==> config.mk <==
export PLATFORM = sky130hd
export DESIGN_NAME = fdh_ctrl
export DESIGN_NICKNAME = d
export VERILOG_FILES = /design/src/sv/fdh_pkg.sv /design/src/sv/fdh_ctrl.sv
export SDC_FILE = /design/constraint.sdc
export NUM_CORES = 1
export LEC_CHECK = 0
export ABC_AREA = 0
export BUFFER_PORTS_ARGS = -buffer_cell sky130_fd_sc_hd__buf_2
export CORE_ASPECT_RATIO = 0.9
export CORE_MARGIN = 2
export CORE_UTILIZATION = 35
export CTS_BUF_LIST = sky130_fd_sc_hd__clkbuf_4
export DETAILED_ROUTE_END_ITERATION = 12
export HOLD_SLACK_MARGIN = 0.03
export SYNTH_ARGS = -nofsm -noshare
export SYNTH_HDL_FRONTEND = slang
export SYNTH_SLANG_ARGS = --single-unit
==> constraint.sdc <==
create_clock -name i_clk -period 1.8 [get_ports i_clk]
set_input_delay 0.27 -clock i_clk [delete_from_list [all_inputs] [get_ports i_clk]]
set_output_delay 0.27 -clock i_clk [all_outputs]
set_load 0.01 [all_outputs]
==> src/sv/fdh_pkg.sv <==
// shared types and constants for the feedback delay with hold
// used by fdh_ctrl, fdh_datapath and feedback_delay_with_hold; no dependencies
`timescale 1ns / 1ps

package fdh_pkg;

    // fixed field widths
    localparam int TARGET_W = 34;
    localparam int GAIN_W   = 17;
    localparam int SMOOTH_W = 50;
    localparam int FRAC_W   = 16;
    localparam int WHOLE_W  = SMOOTH_W - 32;

    // fixed-point constants
    localparam logic [10:0]       SMOOTH_COEF = 11'd1678;   // 0.0001 in q0.24
    localparam logic [15:0]       WET_SCALE   = 16'd58982;  // 0.9 in q0.16
    localparam logic [GAIN_W-1:0] UNITY       = 17'd65536;

    // controller states, one-hot
    typedef enum logic [10:0] {
        S_CLEAR  = 11'b000_0000_0001,
        S_IDLE   = 11'b000_0000_0010,
        S_SMUL   = 11'b000_0000_0100,
        S_SUPD   = 11'b000_0000_1000,
        S_ADDR   = 11'b000_0001_0000,
        S_RDA    = 11'b000_0010_0000,
        S_RDB    = 11'b000_0100_0000,
        S_IMUL   = 11'b000_1000_0000,
        S_RSUM   = 11'b001_0000_0000,
        S_PMUL   = 11'b010_0000_0000,
        S_COMMIT = 11'b100_0000_0000
    } t_state;

    // controller to datapath
    typedef struct packed {
        logic clear_wr;
        logic capture;
        logic smooth_mul;
        logic smooth_upd;
        logic addr_calc;
        logic rd_a;
        logic rd_b;
        logic interp_mul;
        logic rd_sum;
        logic prod_mul;
        logic commit;
    } t_cmd;

    // datapath to controller
    typedef struct packed {
        logic clear_last;
        logic out_busy;
    } t_sts;

endpackage

==> src/sv/fdh_ctrl.sv <==
// sequencing state machine for the feedback delay with hold
// depends on fdh_pkg
`timescale 1ns / 1ps

module fdh_ctrl
    import fdh_pkg::*;
(
    input  logic i_clk,
    input  logic i_rst_n,
    input  logic i_s_tvalid,
    output logic o_s_tready,
    input  t_sts i_sts,
    output t_cmd o_cmd
);

    t_state r_state;
    t_state n_state;

    always_ff @(posedge i_clk) begin
        if (!i_rst_n) begin
            r_state <= S_CLEAR;
        end else begin
            r_state <= n_state;
        end
    end

    always_comb begin
        n_state = r_state;
        o_cmd   = '0;
        unique case (r_state)
            S_CLEAR: begin
                o_cmd.clear_wr = 1'b1;
                if (i_sts.clear_last) begin
                    n_state = S_IDLE;
                end
            end
            S_IDLE: begin
                o_cmd.capture = i_s_tvalid;
                if (i_s_tvalid) begin
                    n_state = S_SMUL;
                end
            end
            S_SMUL: begin
                o_cmd.smooth_mul = 1'b1;
                n_state          = S_SUPD;
            end
            S_SUPD: begin
                o_cmd.smooth_upd = 1'b1;
                n_state          = S_ADDR;
            end
            S_ADDR: begin
                o_cmd.addr_calc = 1'b1;
                n_state         = S_RDA;
            end
            S_RDA: begin
                o_cmd.rd_a = 1'b1;
                n_state    = S_RDB;
            end
            S_RDB: begin
                o_cmd.rd_b = 1'b1;
                n_state    = S_IMUL;
            end
            S_IMUL: begin
                o_cmd.interp_mul = 1'b1;
                n_state          = S_RSUM;
            end
            S_RSUM: begin
                o_cmd.rd_sum = 1'b1;
                n_state      = S_PMUL;
            end
            S_PMUL: begin
                o_cmd.prod_mul = 1'b1;
                n_state        = S_COMMIT;
            end
            S_COMMIT: begin
                // wait here while the previous result is still unclaimed
                if (!i_sts.out_busy) begin
                    o_cmd.commit = 1'b1;
                    n_state      = S_IDLE;
                end
            end
            default: begin
                n_state = S_CLEAR;
            end
        endcase
    end

    assign o_s_tready = (r_state == S_IDLE);

endmodule

==> flow_metrics.py <==
metrics = {
    "status": {
        "status": "finished, violations left",
        "violations": "setup timing",
    },
    "sta": {
        "setup_tns_ns": -0.890,
        "finClkSkew_ns": 0.00723,
        "rsz0062_at_grt": "true",
        "relSlewSlack": 0.776,
        "setup_violations": 10,
        "finalHoldViolations": 0,
        "fin_hold_ws_ns": 0.263,
        "fmax_ghz": 0.512,
        "drv_slew": 0,
        "worst_pin_slew_ns": 0.330,
        "fin_crit_sh": 1.09,
        "setup_ws_ns": -0.154,
        "fin_crit_ns": 1.95,
    },
    "cts": {
        "numCtsBuffers": 3,
        "clk_path_buf_depth": 2,
        "clockRootBuffer": "clkbuf_4",
        "clk_latency_ns": 0.27,
        "cts_sinks": 11,
        "htree_levels": 1,
        "clk_pin_slew_ns": 0.08,
        "tritoncts": "yes",
    },
    "drt": {
        "drt_pass1_iterations": 6,
        "drc": 0,
        "postRouteAntennaNets": 0,
        "vias_per_cell": 5.21,
        "wl_per_cell_um": 13.1,
        "drt_iter0_markers": 14,
        "vias": 760,
        "wl_um": 1910,
    },
    "yosys": {
        "syn_inst": 80,
        "yosysWarnings": 0,
        "syn_area_um2": 688,
        "ys_ff_latch": 11,
        "syn-num-nets": 85,
        "syn_area_per_cell_um2": 8.60,
        "ys_async_sr_fraction": 0,
        "synth_edf_count": 0,
        "synth_area_leader_cell": "dfxtp_1",
        "synthFlopType": "dfxtp_1",
        "ys_types": 37,
        "yosys.area.top_type_share": 0.320,
        "synth_most_common_cell": "dfxtp_1",
        "synthTopCellsByArea": "dfxtp_1 32%, nor3_1 4.4%, nor2_1 4.4%, and2_1 3.6%, nand2b_1 3.6%",
        "yosysSeqAreaShare": 0.320,
        "synthTopCellsByCount": "11 x dfxtp_1, 8 x nor2_1, 6 x inv_1, 6 x nor3_1",
    },
    "floorplanning": {
        "die_x_um": 50.7,
        "die_area_um2": 2340,
        "core_area_um2": 1880,
        "ios": 17,
        "die_y_um": 46.1,
        "start_util": 0.367,
        "num_rows": 15,
    },
    "worst_setup_path": {
        "rr_worst_depth": 6,
        "reg2reg_slack_ns": 0.10,
        "cp.depth": 4,
        "cp-startpoint": "r_state[7]",
        "endpoint": "o_cmd[7]",
        "critPathKind": "reg -> out",
        "path_cells": "nor4_4 -> nand4b_1 -> nor3b_2 -> buf_2",
        "r2r_start": "r_state[7]",
        "worst_path_max_delay_cell": "nor4_4",
        "cp.required_ns": 1.53,
        "slowest_delay_ns": 0.37,
        "worst_setup_path_start_kind": "flip-flop",
        "r2r_end": "r_state[0]",
        "cp.arrival_ns": 1.68,
        "critPathTopFamily": "simple AND/OR/NAND/NOR gates",
        "crit_buf_inv": 1,
        "endpoint_kind": "output pin",
        "critPathMaxFanout": 4,
    },
    "hold_path": {
        "hp-class": "in -> reg",
    },
    "placement": {
        "port_buffers": 16,
        "place_hpwl_um": 1210,
        "pre_cts_ws_ns": 0.0633,
        "finalWeightedCongestion": 0.832,
    },
    "global_route": {
        "first_global_vias": 634,
        "grt_overflow_total": 0,
        "grt_pass1_wl_um": 2870,
        "antenna_found_initial": 0,
        "grt_usage": 0.165,
        "grt_max_degree": 10,
    },
    "pwr": {
        "ir_drop_mv": 0.353,
        "power_density_nw_per_um2": 570,
        "power.leakage_uw": 0.000445,
    },
    "final_layout": {
        "drive_above_1_share": 0.562,
        "final_nets": 127,
        "antenna_cells": 0,
        "largest_reg_flops": 11,
        "reg.largest.list": "r_state x11",
        "areaGrowthSynthToFinish_pct": 57.5,
        "regMostFlops": "r_state",
    },
    "flow_run": {
        "maxCapViolations": 0,
    },
}
cell type report:
cell class | instances | area, um2
clock buffer | 4 | 30.0
timing repair buffer | 39 | 260
inverter | 6 | 22.5
fill | 154 | 793
multi-input combinational | 61 | 514
tap | 25 | 31.3
sequential | 11 | 225
metal layers:
metal  share of wire  vias to the layer above  GRT usage
met1            0.43                      350      0.215
met4           0.016                        0     0.0486
li1                -                      377          -
met2            0.50                       27      0.261
met3           0.053                        6     0.0552
met5               0                        -          0
logic make-up after synthesis:
| logic type | count (synthesis) | share of synthesized area |
|---|---|---|
| simple gates | 46 | 0.455 |
| compound gates | 13 | 0.144 |
| flops | 11 | 0.320 |
| buf+inv | 8 | 0.0564 |
| xor+xnor | 2 | 0.0255 |
cell usage in the layout, fill, tap and decap left out, types with 2 or more instances in the layout:
| cell type | n |
|---|---|
| buf_2 | 16 |
| nor3b_2 | 3 |
| dfxtp_1 | 7 |
| dfxtp_2 | 4 |
| clkbuf_4 | 4 |
| and2_1 | 4 |
| nand3b_1 | 2 |
| nand2_1 | 4 |
| a21oi_1 | 3 |
| buf_4 | 21 |
| nor3_4 | 2 |
| nand2b_1 | 4 |
| nor4_2 | 2 |
| nor2_2 | 2 |
| or3_4 | 2 |
| nor3_2 | 2 |
| buf_6 | 2 |
| nand3_2 | 2 |
| inv_1 | 6 |
| nor2_1 | 5 |
| o21a_1 | 2 |
| nor3_1 | 3 |
stage by stage:
step / util / std cells / total power, uW / instance area [um2]
3_5_place_dp: 0.457 / 129 / 369 / 858
4_1_cts: 0.525 / 140 / 582 / 985
3_3_place_gp: 0.457 / 129 / 371 / 858
6_report: 0.577 / 146 / 618 / 1080
2_1_floorplan: - / 80 / 327 / 688
5_1_grt: 0.577 / 146 / 644 / 1080
worst register-to-register path, stage by stage (launching register included):
cell	delay, ns
dfxtp_2	0.34
nor4_4	0.37
nand4b_1	0.30
buf_4	0.23
buf_4	0.12
o22ai_1	0.10
o221ai_1	0.13
worst min-delay path by stage:
stage               slack [ns]    endpoint  cells past startpoint  startpoint
floorplan                 0.35  r_state[0]                      1     i_rst_n
global placement          0.56  r_state[3]                      2  r_state[3]
detailed placement        0.54  r_state[0]                      2     i_rst_n
CTS                       0.26  r_state[0]                      2     i_rst_n
global route              0.27  r_state[0]                      2     i_rst_n
finish                    0.26  r_state[0]                      2     i_rst_n
where the power goes:
part	internal [uW]	switching (uW)	leakage (uW)
logic	91.5	81.0	0.000335
clock network	101	90.2	0.0000184
registers	248	5.82	0.0000911
timing repair:
action	in CTS	in global routing
pin swaps	11	4
gates resized for setup	10	14
hold buffers	0	0
buffers inserted	7	6
endpoints found under the setup margin	12	13
endpoints found under the hold margin	0	0
Note: power is estimated with default switching activity, not from simulation.
